### config.mk
export PLATFORM = sky130hd
export DESIGN_NAME = crc8_frame_receiver
export DESIGN_NICKNAME = d
export VERILOG_FILES = /design/src/rtl/crc8fr_pkg.sv /design/src/rtl/crc8_frame_receiver.sv /design/src/rtl/crc8fr_ram.sv
export SDC_FILE = /design/constraint.sdc
export NUM_CORES = 1
export LEC_CHECK = 0
export BUFFER_PORTS_ARGS = -buffer_cell sky130_fd_sc_hd__buf_2
export CAP_MARGIN = 5
export CELL_PAD_IN_SITES_DETAIL_PLACEMENT = 1
export CELL_PAD_IN_SITES_GLOBAL_PLACEMENT = 1
export CORE_AREA = 4 4 158 190
export DETAILED_ROUTE_END_ITERATION = 8
export DIE_AREA = 0 0 162 194
export PLACE_DENSITY = 0.84
export SLEW_MARGIN = 10
export SYNTH_ARGS = -nofsm -noshare
export SYNTH_HDL_FRONTEND = slang
export SYNTH_SLANG_ARGS = --single-unit
export TNS_END_PERCENT = 5
### constraint.sdc
create_clock -name i_clk -period 2.7 [get_ports i_clk]
set_input_delay 0.27 -clock i_clk [delete_from_list [all_inputs] [get_ports i_clk]]
set_output_delay 0.27 -clock i_clk [all_outputs]
set_load 0.02 [all_outputs]
### src/rtl/crc8fr_pkg.sv
// Shared types, constants and the CRC-8 step function of the frame receiver.
package crc8fr_pkg;

    // Payload buffer depth and derived widths.
    localparam int MAX_PAYLOAD = 32;
    localparam int ADDR_W      = (MAX_PAYLOAD > 1) ? $clog2(MAX_PAYLOAD) : 1;
    localparam int LEN_W       = 6;
    localparam int LIMIT_W     = 7;
    localparam int BYTE_W      = 8;
    localparam int STATUS_W    = 2;
    localparam int TX_TDATA_W  = 2 * BYTE_W;
    localparam int TX_TUSER_W  = 1 + STATUS_W;

    // Frame constants.
    localparam logic [BYTE_W-1:0] SYNC_A   = 8'hAA;
    localparam logic [BYTE_W-1:0] SYNC_B   = 8'hBB;
    localparam logic [BYTE_W-1:0] CRC_INIT = 8'hFF;
    localparam logic [BYTE_W-1:0] CRC_POLY = 8'h31;
    localparam logic [LEN_W-1:0]  MAX_LEN_RESET = 6'd32;

    // Bits of the CRC advanced by the shared unit in one cycle.
    localparam int CRC_BITS_PER_CYCLE = 4;

    // Parser phase within a frame.
    typedef enum logic [2:0] {
        PH_HUNT  = 3'd0,
        PH_SYNC2 = 3'd1,
        PH_SEQ   = 3'd2,
        PH_LEN   = 3'd3,
        PH_DATA  = 3'd4,
        PH_CHECK = 3'd5
    } t_phase;

    // Sequencer state.
    typedef enum logic [2:0] {
        ST_IDLE,
        ST_CRC,
        ST_EMIT,
        ST_RD,
        ST_LOAD
    } t_state;

    // Result status codes.
    typedef enum logic [STATUS_W-1:0] {
        STAT_OK      = 2'd0,
        STAT_BAD_HDR = 2'd1,
        STAT_LEN     = 2'd2,
        STAT_BAD_CRC = 2'd3
    } t_status;

    // Advances the CRC register by four message bits, MSB first.
    function automatic logic [BYTE_W-1:0] crc_step(input logic [BYTE_W-1:0] c_in);
        logic [BYTE_W-1:0] c;
        c = c_in;
        for (int k = 0; k < CRC_BITS_PER_CYCLE; k++) begin
            if (c[BYTE_W-1]) begin
                c = {c[BYTE_W-2:0], 1'b0} ^ CRC_POLY;
            end else begin
                c = {c[BYTE_W-2:0], 1'b0};
            end
        end
        return c;
    endfunction

endpackage

### src/rtl/crc8_frame_receiver.sv
// CRC-8 framed packet receiver: header parse, CRC check, payload buffer and drain.
// Sequence, valid length and payload bytes pass ST_CRC: the shared CRC unit does 4 bits per cycle.
// Sync bytes need only ST_IDLE; a byte with an error or empty-frame result adds ST_EMIT to load it.
// A good check byte drains the payload RAM via ST_RD, ST_LOAD per byte; stalls hold ST_LOAD.
// Synchronous active-low reset: parser hunts for 0xAA, max_len = 32, output empty.
// The payload RAM is not cleared; entries are only read after being written.
module crc8_frame_receiver (
    input  logic                               i_clk,
    input  logic                               i_rst_n,
    input  logic                               i_cfg_we,
    input  logic [crc8fr_pkg::LEN_W-1:0]       i_cfg_wdata,
    input  logic                               i_s_axis_tvalid,
    output logic                               o_s_axis_tready,
    input  logic [crc8fr_pkg::BYTE_W-1:0]      i_s_axis_tdata,  // [7:0] rx_byte
    output logic                               o_m_axis_tvalid,
    input  logic                               i_m_axis_tready,
    output logic [crc8fr_pkg::TX_TDATA_W-1:0]  o_m_axis_tdata,  // [7:0] data_byte, [15:8] ack_seq
    output logic [crc8fr_pkg::TX_TUSER_W-1:0]  o_m_axis_tuser,  // [0] data_valid, [2:1] status
    output logic                               o_m_axis_tlast
);
    import crc8fr_pkg::*;

    // Control and frame state.
    t_state              r_state, n_state;
    t_phase              r_phase, n_phase;
    logic [LEN_W-1:0]    r_max_len;
    logic [BYTE_W-1:0]   r_seq;
    logic [LEN_W-1:0]    r_len;
    logic [LEN_W-1:0]    r_cnt;
    logic [BYTE_W-1:0]   r_crc;
    t_status             r_res_status;
    logic [ADDR_W-1:0]   r_rd_idx;

    // Output register.
    logic                r_out_valid;
    logic [BYTE_W-1:0]   r_out_data;
    logic                r_out_dvalid;
    logic                r_out_last;
    t_status             r_out_status;
    logic [BYTE_W-1:0]   r_out_seq;

    // Decode and datapath signals.
    logic                w_accept;
    logic [BYTE_W-1:0]   w_rx;
    logic [LIMIT_W-1:0]  w_limit;
    logic                w_crc_op;
    logic [BYTE_W-1:0]   w_crc_seed;
    logic [BYTE_W-1:0]   w_crc_in;
    logic [BYTE_W-1:0]   w_crc_out;
    logic                w_single;
    t_status             w_single_status;
    logic                w_drain;
    logic                w_wr_en;
    logic                w_seq_ld;
    logic                w_len_ld;
    logic                w_cnt_inc;
    logic                w_out_free;
    logic                w_ld_emit;
    logic                w_ld_drain;
    logic                w_rd_last;
    logic [BYTE_W-1:0]   w_rd_data;

    assign w_rx       = i_s_axis_tdata;
    assign w_accept   = i_s_axis_tvalid && o_s_axis_tready;
    assign w_out_free = !r_out_valid || i_m_axis_tready;
    assign w_rd_last  = (LEN_W'(r_rd_idx) + LEN_W'(1)) == r_len;

    // Effective length limit: the smaller of max_len and the buffer depth.
    always_comb begin
        if (LIMIT_W'(r_max_len) > LIMIT_W'(MAX_PAYLOAD)) begin
            w_limit = LIMIT_W'(MAX_PAYLOAD);
        end else begin
            w_limit = LIMIT_W'(r_max_len);
        end
    end

    // Frame parser: what the current byte does in the current phase.
    always_comb begin
        n_phase         = r_phase;
        w_crc_op        = 1'b0;
        w_crc_seed      = r_crc;
        w_single        = 1'b0;
        w_single_status = STAT_OK;
        w_drain         = 1'b0;
        w_wr_en         = 1'b0;
        w_seq_ld        = 1'b0;
        w_len_ld        = 1'b0;
        w_cnt_inc       = 1'b0;
        unique case (r_phase)
            PH_SYNC2: begin
                if (w_rx != SYNC_B) begin
                    w_single        = 1'b1;
                    w_single_status = STAT_BAD_HDR;
                    n_phase         = PH_HUNT;
                end else begin
                    n_phase = PH_SEQ;
                end
            end
            PH_SEQ: begin
                w_seq_ld   = 1'b1;
                w_crc_op   = 1'b1;
                w_crc_seed = CRC_INIT;
                n_phase    = PH_LEN;
            end
            PH_LEN: begin
                if (w_rx > BYTE_W'(w_limit)) begin
                    w_single        = 1'b1;
                    w_single_status = STAT_LEN;
                    n_phase         = PH_HUNT;
                end else begin
                    w_crc_op = 1'b1;
                    w_len_ld = 1'b1;
                    n_phase  = (w_rx[LEN_W-1:0] == '0) ? PH_CHECK : PH_DATA;
                end
            end
            PH_DATA: begin
                w_wr_en   = 1'b1;
                w_crc_op  = 1'b1;
                w_cnt_inc = 1'b1;
                if ((r_cnt + LEN_W'(1)) >= r_len) begin
                    n_phase = PH_CHECK;
                end
            end
            PH_CHECK: begin
                n_phase = PH_HUNT;
                if (w_rx != r_crc) begin
                    w_single        = 1'b1;
                    w_single_status = STAT_BAD_CRC;
                end else if (r_len == '0) begin
                    w_single = 1'b1;
                end else begin
                    w_drain = 1'b1;
                end
            end
            default: begin
                if (w_rx != SYNC_A) begin
                    w_single        = 1'b1;
                    w_single_status = STAT_BAD_HDR;
                    n_phase         = PH_HUNT;
                end else begin
                    n_phase = PH_SYNC2;
                end
            end
        endcase
    end

    // Sequencer next state.
    always_comb begin
        n_state = r_state;
        unique case (r_state)
            ST_IDLE: begin
                if (w_accept) begin
                    if (w_crc_op) begin
                        n_state = ST_CRC;
                    end else if (w_single) begin
                        n_state = ST_EMIT;
                    end else if (w_drain) begin
                        n_state = ST_RD;
                    end
                end
            end
            ST_CRC: begin
                n_state = ST_IDLE;
            end
            ST_EMIT: begin
                if (w_out_free) begin
                    n_state = ST_IDLE;
                end
            end
            ST_RD: begin
                n_state = ST_LOAD;
            end
            ST_LOAD: begin
                if (w_out_free) begin
                    n_state = w_rd_last ? ST_IDLE : ST_RD;
                end
            end
            default: begin
                n_state = ST_IDLE;
            end
        endcase
    end

    // Sequencer outputs: handshake, shared CRC unit operand and output loads.
    always_comb begin
        o_s_axis_tready = 1'b0;
        w_crc_in        = r_crc;
        w_ld_emit       = 1'b0;
        w_ld_drain      = 1'b0;
        unique case (r_state)
            ST_IDLE: begin
                o_s_axis_tready = 1'b1;
                w_crc_in        = w_crc_seed ^ w_rx;
            end
            ST_CRC: begin
                w_crc_in = r_crc;
            end
            ST_EMIT: begin
                w_ld_emit = w_out_free;
            end
            ST_RD: begin
                w_crc_in = r_crc;
            end
            ST_LOAD: begin
                w_ld_drain = w_out_free;
            end
            default: begin
                w_crc_in = r_crc;
            end
        endcase
    end

    // Shared CRC unit: four bit steps per cycle.
    assign w_crc_out = crc_step(w_crc_in);

    // Payload buffer.
    crc8fr_ram #(
        .WIDTH (BYTE_W),
        .DEPTH (MAX_PAYLOAD)
    ) u_payload_ram (
        .i_clk     (i_clk),
        .i_wr_en   (w_accept && w_wr_en),
        .i_wr_addr (r_cnt[ADDR_W-1:0]),
        .i_wr_data (w_rx),
        .i_rd_addr (r_rd_idx),
        .o_rd_data (w_rd_data)
    );

    // Control and frame state registers.
    always_ff @(posedge i_clk) begin
        if (!i_rst_n) begin
            r_state      <= ST_IDLE;
            r_phase      <= PH_HUNT;
            r_max_len    <= MAX_LEN_RESET;
            r_seq        <= '0;
            r_len        <= '0;
            r_cnt        <= '0;
            r_crc        <= CRC_INIT;
            r_res_status <= STAT_OK;
            r_rd_idx     <= '0;
            r_out_valid  <= 1'b0;
        end else begin
            r_state <= n_state;
            if (i_cfg_we) begin
                r_max_len <= i_cfg_wdata;
            end
            if (w_accept) begin
                r_phase <= n_phase;
                if (w_seq_ld) begin
                    r_seq <= w_rx;
                end
                if (w_len_ld) begin
                    r_len <= w_rx[LEN_W-1:0];
                    r_cnt <= '0;
                end
                if (w_cnt_inc) begin
                    r_cnt <= r_cnt + LEN_W'(1);
                end
                if (w_crc_op) begin
                    r_crc <= w_crc_out;
                end
                if (w_single) begin
                    r_res_status <= w_single_status;
                end
                if (w_drain) begin
                    r_rd_idx <= '0;
                end
            end
            if (r_state == ST_CRC) begin
                r_crc <= w_crc_out;
            end
            if (w_ld_drain) begin
                r_rd_idx <= r_rd_idx + ADDR_W'(1);
            end
            if (w_ld_emit || w_ld_drain) begin
                r_out_valid <= 1'b1;
            end else if (i_m_axis_tready) begin
                r_out_valid <= 1'b0;
            end
        end
    end

    // Output payload register.
    always_ff @(posedge i_clk) begin
        if (w_ld_emit) begin
            r_out_data   <= '0;
            r_out_dvalid <= 1'b0;
            r_out_last   <= 1'b1;
            r_out_status <= r_res_status;
            r_out_seq    <= (r_res_status == STAT_OK) ? r_seq : '0;
        end else if (w_ld_drain) begin
            r_out_data   <= w_rd_data;
            r_out_dvalid <= 1'b1;
            r_out_last   <= w_rd_last;
            r_out_status <= STAT_OK;
            r_out_seq    <= r_seq;
        end
    end

    assign o_m_axis_tvalid = r_out_valid;
    assign o_m_axis_tdata  = {r_out_seq, r_out_data};
    assign o_m_axis_tuser  = {r_out_status, r_out_dvalid};
    assign o_m_axis_tlast  = r_out_last;

`ifndef ASSERT_OFF
    // A byte that updates the CRC is always followed by the ST_CRC state.
    a_crc_second_cycle: assert property (@(posedge i_clk) disable iff (!i_rst_n)
        (w_accept && w_crc_op) |=> (r_state == ST_CRC))
        else $error("CRC byte did not enter its second cycle");

    // The payload count stays below the frame length while collecting payload.
    a_cnt_in_range: assert property (@(posedge i_clk) disable iff (!i_rst_n)
        (r_phase == PH_DATA) |-> (r_cnt < r_len))
        else $error("payload count reached frame length in payload phase");

    // The drain never reads past the frame length.
    a_drain_in_range: assert property (@(posedge i_clk) disable iff (!i_rst_n)
        ((r_state == ST_RD) || (r_state == ST_LOAD)) |-> (LEN_W'(r_rd_idx) < r_len))
        else $error("drain index beyond frame length");

    // A payload byte is only ever shown with ok status.
    a_data_ok: assert property (@(posedge i_clk) disable iff (!i_rst_n)
        (r_out_valid && r_out_dvalid) |-> (r_out_status == STAT_OK))
        else $error("payload byte with error status");

    // Error results are single, last, and carry no sequence number.
    a_error_form: assert property (@(posedge i_clk) disable iff (!i_rst_n)
        (r_out_valid && (r_out_status != STAT_OK)) |-> (r_out_last && (r_out_seq == '0)))
        else $error("malformed error result");
`endif

endmodule

### src/rtl/crc8fr_ram.sv
// Generic simple dual-port RAM with one write port and a registered read port.
module crc8fr_ram #(
    parameter int WIDTH = 8,
    parameter int DEPTH = 32,
    localparam int ADDR_W = (DEPTH > 1) ? $clog2(DEPTH) : 1
) (
    input  logic              i_clk,
    input  logic              i_wr_en,
    input  logic [ADDR_W-1:0] i_wr_addr,
    input  logic [WIDTH-1:0]  i_wr_data,
    input  logic [ADDR_W-1:0] i_rd_addr,
    output logic [WIDTH-1:0]  o_rd_data
);

    logic [WIDTH-1:0] r_mem [DEPTH];
    logic [WIDTH-1:0] r_rd_data;

    // Write port and registered read.
    always_ff @(posedge i_clk) begin
        if (i_wr_en) begin
            r_mem[i_wr_addr] <= i_wr_data;
        end
        r_rd_data <= r_mem[i_rd_addr];
    end

    assign o_rd_data = r_rd_data;

endmodule
* Word level (Yosys, flattened, before mapping)
Memory sizes are Yosys's and may differ from the RTL's. A register that Yosys moved wholly into a read port is not among the register bits.
Index checks and enable logic that the tools add are counted.
** Operators by class
- Add/sub/neg operators :: 3
- $lt $le $gt $ge :: 3
- Equality and inequality tests :: 18
- Multiplexer cells :: 60
- Bitwise operators :: 5
- Reduce and logical (&&, ||, !) cells :: 25
** Operator list (count)
- 8-bit 2-to-1 mux :: 8
- 6-bit 2-to-1 mux :: 7
- 3-bit 2-to-1 mux :: 8
- 1-bit 2-to-1 mux :: 23
- 8-bit inequality test, second input constant :: 2
- 5-bit 2-to-1 mux :: 3
- 3-bit one-hot mux with 5 select lines :: 1
- 2-bit AND reduction :: 7
- 2-bit nonzero test :: 7
- 3-bit by 2-bit == test with 1-bit output, second input constant :: 4
- 6-bit zero test :: 2
- 2-bit 2-to-1 mux :: 6
- 3-bit NOT :: 4
- 3-bit one-hot mux with 4 select lines :: 1
- 3-bit == test, second input constant :: 3
- 8-bit by 7-bit > comparator with 1-bit output :: 1
- 2-bit inequality test, second input constant :: 4
- 8-bit inequality test :: 1
- 2-bit one-hot mux with 4 select lines :: 1
- 8-bit XOR :: 1
- 5-bit by 1-bit adder with 6-bit output, second input constant :: 1
- 6-bit by 1-bit adder with 6-bit output, second input constant :: 1
- 3-bit by 1-bit == test with 1-bit output, second input constant :: 2
- 6-bit == test :: 1
- 13 further kinds :: 15
** Word-level totals
- Flip-flop bits (word level) :: 68
- Bits in writable memories :: 256
- Input port bits :: 19
- Memories kept :: 1
** Memories
- u_payload_ram.r_mem :: words 32, width 8, rd ports 1, clocked after memory_dff 1, wr ports 1, RTL line crc8fr_ram.sv:15 : logic [WIDTH-1:0] r_mem [DEPTH];

* Depth between registers and ports, before layout
- Depth after elaboration :: 15
- Mapped depth :: 13

* Modules after synthesis
From an unflattened synthesis, not the netlist that was laid out.
** Unflattened totals
- Cells, all modules :: 873
- Area total of the unflattened synthesis :: 13950.9 um2
** By module, submodules not included
- crc8fr_ram :: times used 1, cells an instance 417, area an instance 10053.4 um2
- crc8_frame_receiver :: times used 1, cells an instance 456, area an instance 3897.5 um2

* Worst setup path before layout
No wires, ideal clock.
- Path type :: input to register
- Start :: input i_s_axis_tdata[0] (netlist bit)
- End :: register r_crc[5]
- Library setup time :: 0.130 ns
- Data arrival time :: 2.275 ns
- Required time :: 2.570 ns
- Path slack :: 0.295 ns
- Stages :: 13
- Buffers on the path :: 4
- Cells stage by stage :: clkbuf_1 inv_1 ha_1 nand4_1 nor4_1 o21ai_1 or3_1 buf_2 and3_1 buf_2 buf_6 mux2i_1 nand2_1
** On the way
- Longest elaborated chain between the ends :: 5
** Ends and longest elaborated chain
- from (decl) :: RTL line crc8_frame_receiver.sv:14 : input logic [crc8fr_pkg::BYTE_W-1:0] i_s_axis_tdata,
- 8-bit by 7-bit > comparator with 1-bit output :: RTL line crc8_frame_receiver.sv:106 : if (w_rx > BYTE_W'(w_limit)) begin
- 1-bit 2-to-1 mux :: RTL line crc8_frame_receiver.sv:106
- 1-bit one-hot mux with 2 select lines :: RTL line crc8_frame_receiver.sv:89 : unique case (r_phase)
- 2-bit nonzero test (no source line)
- 2-bit AND reduction (no source line)
- to (signal assigned) :: RTL line crc8_frame_receiver.sv:260 : r_crc <= w_crc_out;
- to (signal assigned) :: RTL line crc8_frame_receiver.sv:270 : r_crc <= w_crc_out;
- to (decl) :: RTL line crc8_frame_receiver.sv:30 : logic [BYTE_W-1:0] r_crc;
Every way passes these cells.
A chain may end at the register's enable or synchronous reset.

* Worst setup path after layout
- Start :: register r_max_len[5]
- End :: register r_res_status[0]
** On the way
- Longest elaborated chain between the ends :: 6
** Ends and longest elaborated chain
- from (decl) :: RTL line crc8_frame_receiver.sv:26 : logic [LEN_W-1:0] r_max_len;
- from (signal assigned) :: RTL line crc8_frame_receiver.sv:245 : r_max_len <= i_cfg_wdata;
- 6-bit > comparator :: RTL line crc8_frame_receiver.sv:70 : if (LIMIT_W'(r_max_len) > LIMIT_W'(MAX_PAYLOAD)) begin
- 6-bit 2-to-1 mux * :: RTL line crc8_frame_receiver.sv:70
- 8-bit by 7-bit > comparator with 1-bit output * :: RTL line crc8_frame_receiver.sv:106
- 1-bit 2-to-1 mux * :: RTL line crc8_frame_receiver.sv:106
- 1-bit one-hot mux with 4 select lines * :: RTL line crc8_frame_receiver.sv:89
- 2-bit AND reduction (no source line) *
- to (signal assigned) :: RTL line crc8_frame_receiver.sv:263 : r_res_status <= w_single_status;
- to (decl) :: RTL line crc8_frame_receiver.sv:31 : t_status r_res_status;
Mark *: on every way between the ends. The rest lies on a longest branch, timed or not.

==> out/results.ini <==
[drt]
viasPerCell=5.93
post_drt_wl_per_cell_um=26.2
vias=8026
drcViolationCount=0
drt_wl_total_um=35500
drtPass1Iterations=5
drtIter0Drc=618
ant_nets=0

[yosys]
synthCells=850
yosysWarnings=0
synth.distinct_cells=61
netlist_area_um2=13900
synth_top_area_share_pct=57.5
synth_flop_cell=edfxtp_1
synth-seq-cells=332
synth_edf_count=266
seq_area_frac_synth_pct=67.0
avgSynthCellArea_um2=16.3
synthArstFlopShare_pct=0
syn_nets=886
yosysTopAreaCell=edfxtp_1
synthTopCellsByArea=edfxtp_1, mux4_2, dfxtp_1

[run]
cap_violations=0

[worst_hold_path]
min_to=r_max_len[2]$_SDFFE_PN0P_
min_path_type=in2reg
hold_path.startpoint=i_cfg_wdata[2]
min_path_cells=3

[power_and_ir_drop]
powerDensity_nw_per_um2=694
internal-power_mw=8.59
power_switching_mw=2.52
vdd_drop_max_v=0.000378
p_leak_nw=5.52
p_seq_share_pct=51.4
clkPwrFrac_pct=40.9
p_comb_share_pct=7.7
swShare_pct=22.7

[clock_tree]
clock_latency_ns=0.51
htree_levels=2
clockBufferDepth=3
numCtsBuffers=34
cts_setup_buffers=0
clockRootBuffer=clkbuf_16
cts_sinks=332
tritoncts=yes
clk_pin_slew_ns=0.06

[worst_setup_path]
rr_startpoint=r_max_len[5]$_SDFFE_PN1P_
worstSetupEndpointType=flip-flop
reg2reg_depth=10
worstReg2RegEnd=r_res_status[0]$_SDFFE_PN0P_
critPathKind=reg2reg
arrival_ns=2.83
worst_setup_path_start_kind=flip-flop
rrSetupSlack_ns=0.27
crit_path_max_fanout=6
crit_required_ns=3.10

[sta]
finalSetupViolations=0
fin_crit_sh_pct=89.9
finalWorstPathRequiredPeriod_ns=2.43
grt_setup_unrepaired=false
tightest_slew_ns=0.826
fin_worst_skew_ns=0.0247
maxClockFrequency_mhz=412
hold_viol=0
max_slew_margin_pct=45.0
final.setup.tns_ns=0
maxSlewViolCount=0
whs_ns=0.0343

[placement]
hpwl_um=23500
portBuffers=40
gp_congestion=0.831

[floorplanning]
rows=67
core_area_um2=28000
initial_core_util_pct=49.6
fp.dieArea_um2=31400
die_w_um=162
pin_count=41
die_h_um=194

[grt]
grt_pass1_wl_um=54700
grt_usage_pct=23.2
grt_pass1_vias=8698
antenna_found_initial=0
grt_max_degree=49
globalRouteOverflowTotal=0

[layout]
antenna_cells=0
num-nets-final=986
area_delta_synth_final_pct=15.2
seqCellArea_um2=9310
drive_gt1_share_pct=26.5
n_fill_cell=2646
multi_input_area_um2=4280

[status]
status=completed

## metal layers
metal	up-vias	global-route usage, %	part of all wire, %
met3	82	3.74	5.3
met1	4168	28.5	38
met4	0	8.96	3.9
met5	-	0	0
met2	302	41.0	53
li1	3474	-	-
## critical path, stage by stage (launching register included)
cell	delay, ns
dfxtp_1	0.31
inv_1	0.16
nand2_1	0.08
ha_1	0.32
nand4_1	0.15
nor4_1	0.26
or3b_2	0.24
nand3_1	0.14
a21oi_1	0.34
nor2_1	0.08
o221a_1	0.25
## layout by cell type, fill, tap and decap left out, types with 3 or more instances in the layout
cell type	netlist	layout
dfxtp_1	66	64
nand3b_1	3	3
clkinv_1	1	5
clkbuf_1	30	9
mux4_2	80	80
a21oi_1	13	13
nand4_1	4	4
buf_12	0	5
buf_4	2	68
and3_1	4	3
mux2_2	8	8
edfxtp_1	266	266
nor3_1	5	5
ha_1	17	17
buf_2	10	40
a21boi_1	4	4
inv_1	11	11
o211ai_1	8	8
nor4_1	3	3
clkinv_2	0	5
nand2_1	52	52
clkbuf_16	0	35
o21ai_1	5	5
xnor2_1	27	27
xor2_1	12	12
nand2b_1	3	3
mux2i_1	24	24
o21ai_0	6	6
a22o_1	8	8
nor2_1	66	65
and4b_1	4	4
and2_1	9	9
and3b_1	4	4
nor2b_1	34	34
nand3_1	17	17
## cell type report
class,count,area share [%]
multi-input cells,455,26.8
clock inverters,14,0.790
flip-flops and latches,332,58.2
well taps,379,2.96
repair buffers,114,5.13
clock buffers,46,5.86
inverters,13,0.305
## registers in the layout, summed over array words and instances, names as in the netlist, 3 cells and up
name	cells
r_rd_idx	5
u_payload_ram.r_mem	256
r_len	6
r_seq	8
r_cnt	6
u_payload_ram.o_rd_data	8
r_max_len	6
r_out_seq	8
r_out_data	8
r_phase	3
r_crc	8
r_state	3
## worst max path at each step
| stage | startpoint | end | slack [ns] | depth (start not counted) |
|---|---|---|---|---|
| 6_report | r_max_len[5]$_SDFFE_PN1P_ | r_res_status[0]$_SDFFE_PN0P_ | 0.27 | 10 |
| 3_3_place_gp | r_max_len[5]$_SDFFE_PN1P_ | r_crc[0]$_SDFFE_PN1P_ | 0.28 | 10 |
| 5_1_grt | r_max_len[5]$_SDFFE_PN1P_ | r_crc[1]$_SDFFE_PN1P_ | 0.006 | 10 |
| 4_1_cts | r_state[1]$_SDFFE_PN0P_ | u_payload_ram.r_mem[8][2]$_DFFE_PP_ | 0.1 | 6 |
| 2_1_floorplan | i_s_axis_tdata[0] | r_crc[5]$_SDFFE_PN1P_ | 0.30 | 13 |
| 3_5_place_dp | i_s_axis_tdata[3] | r_res_status[0]$_SDFFE_PN0P_ | 0.16 | 9 |
## cells by family (layout without fill, tap and decap cells)
logic type | after synthesis | count (layout) | share of synthesized area, %
compound gates | 66 | 66 | 3.45
xor+xnor | 39 | 39 | 2.46
fa+ha+maj | 17 | 17 | 1.53
buf+inv | 63 | 187 | 2.17
flops | 332 | 332 | 67.0
mux | 112 | 112 | 15.4
simple gates | 221 | 221 | 8.01
## stage by stage
| stage | setup slack [ns] | power [mW] | area, µm² | utilization, % | instances |
|---|---|---|---|---|---|
| after floorplan | 0.295 | 6.36 | 13900 | - | 850 |
| after global placement | 0.285 | 6.64 | 14900 | 53.3 | 1292 |
| after detailed placement | 0.161 | 6.67 | 14900 | 53.3 | 1292 |
| after CTS | 0.0974 | 11.2 | 16000 | 57.1 | 1353 |
| after global routing | 0.00573 | 11.5 | 16000 | 57.2 | 1353 |
| final | 0.273 | 11.1 | 16000 | 57.2 | 1353 |
## cell usage after synthesis, types with 2 or more instances
cell and number:
and3_1 4, inv_1 11, dfxtp_1 66, nor2_1 66
clkbuf_1 30, or3_1 2, o32ai_1 2, nand2_1 52
nand4_1 4, ha_1 17, a21o_1 2, nor2b_1 34
and4b_1 4, o21bai_1 2, mux2_2 8, a21boi_1 4
o21ai_0 6, and3b_1 4, nand3b_1 3, o21ai_1 5
xnor2_1 27, buf_1 2, buf_6 6, a22o_1 8
edfxtp_1 266, o31ai_1 2, mux4_2 80, o2111ai_1 2
mux2i_1 24, nor4_1 3, buf_2 10, and2_1 9
or2_2 2, a21oi_1 13, nor3_1 5, nand2b_1 3
a31oi_1 2, o211ai_1 8, buf_4 2, xor2_1 12
nand3_1 17, nor3b_1 2
## power groups by stage
| stage | clock network, mW | logic [mW] | registers (mW) |
|---|---|---|---|
| 2_1_floorplan | 0 | 0.538 | 5.82 |
| 3_3_place_gp | 0 | 0.821 | 5.81 |
| 3_5_place_dp | 0 | 0.854 | 5.82 |
| 4_1_cts | 4.61 | 0.863 | 5.71 |
| 5_1_grt | 4.86 | 0.946 | 5.72 |
| 6_report | 4.55 | 0.856 | 5.71 |
## what timing repair did
item,in CTS,in global routing
hold endpoints to repair,1,0
hold buffers,1,0
gates resized for setup,0,2
setup endpoints to repair,0,32
Power figures use the tool's default switching activity.
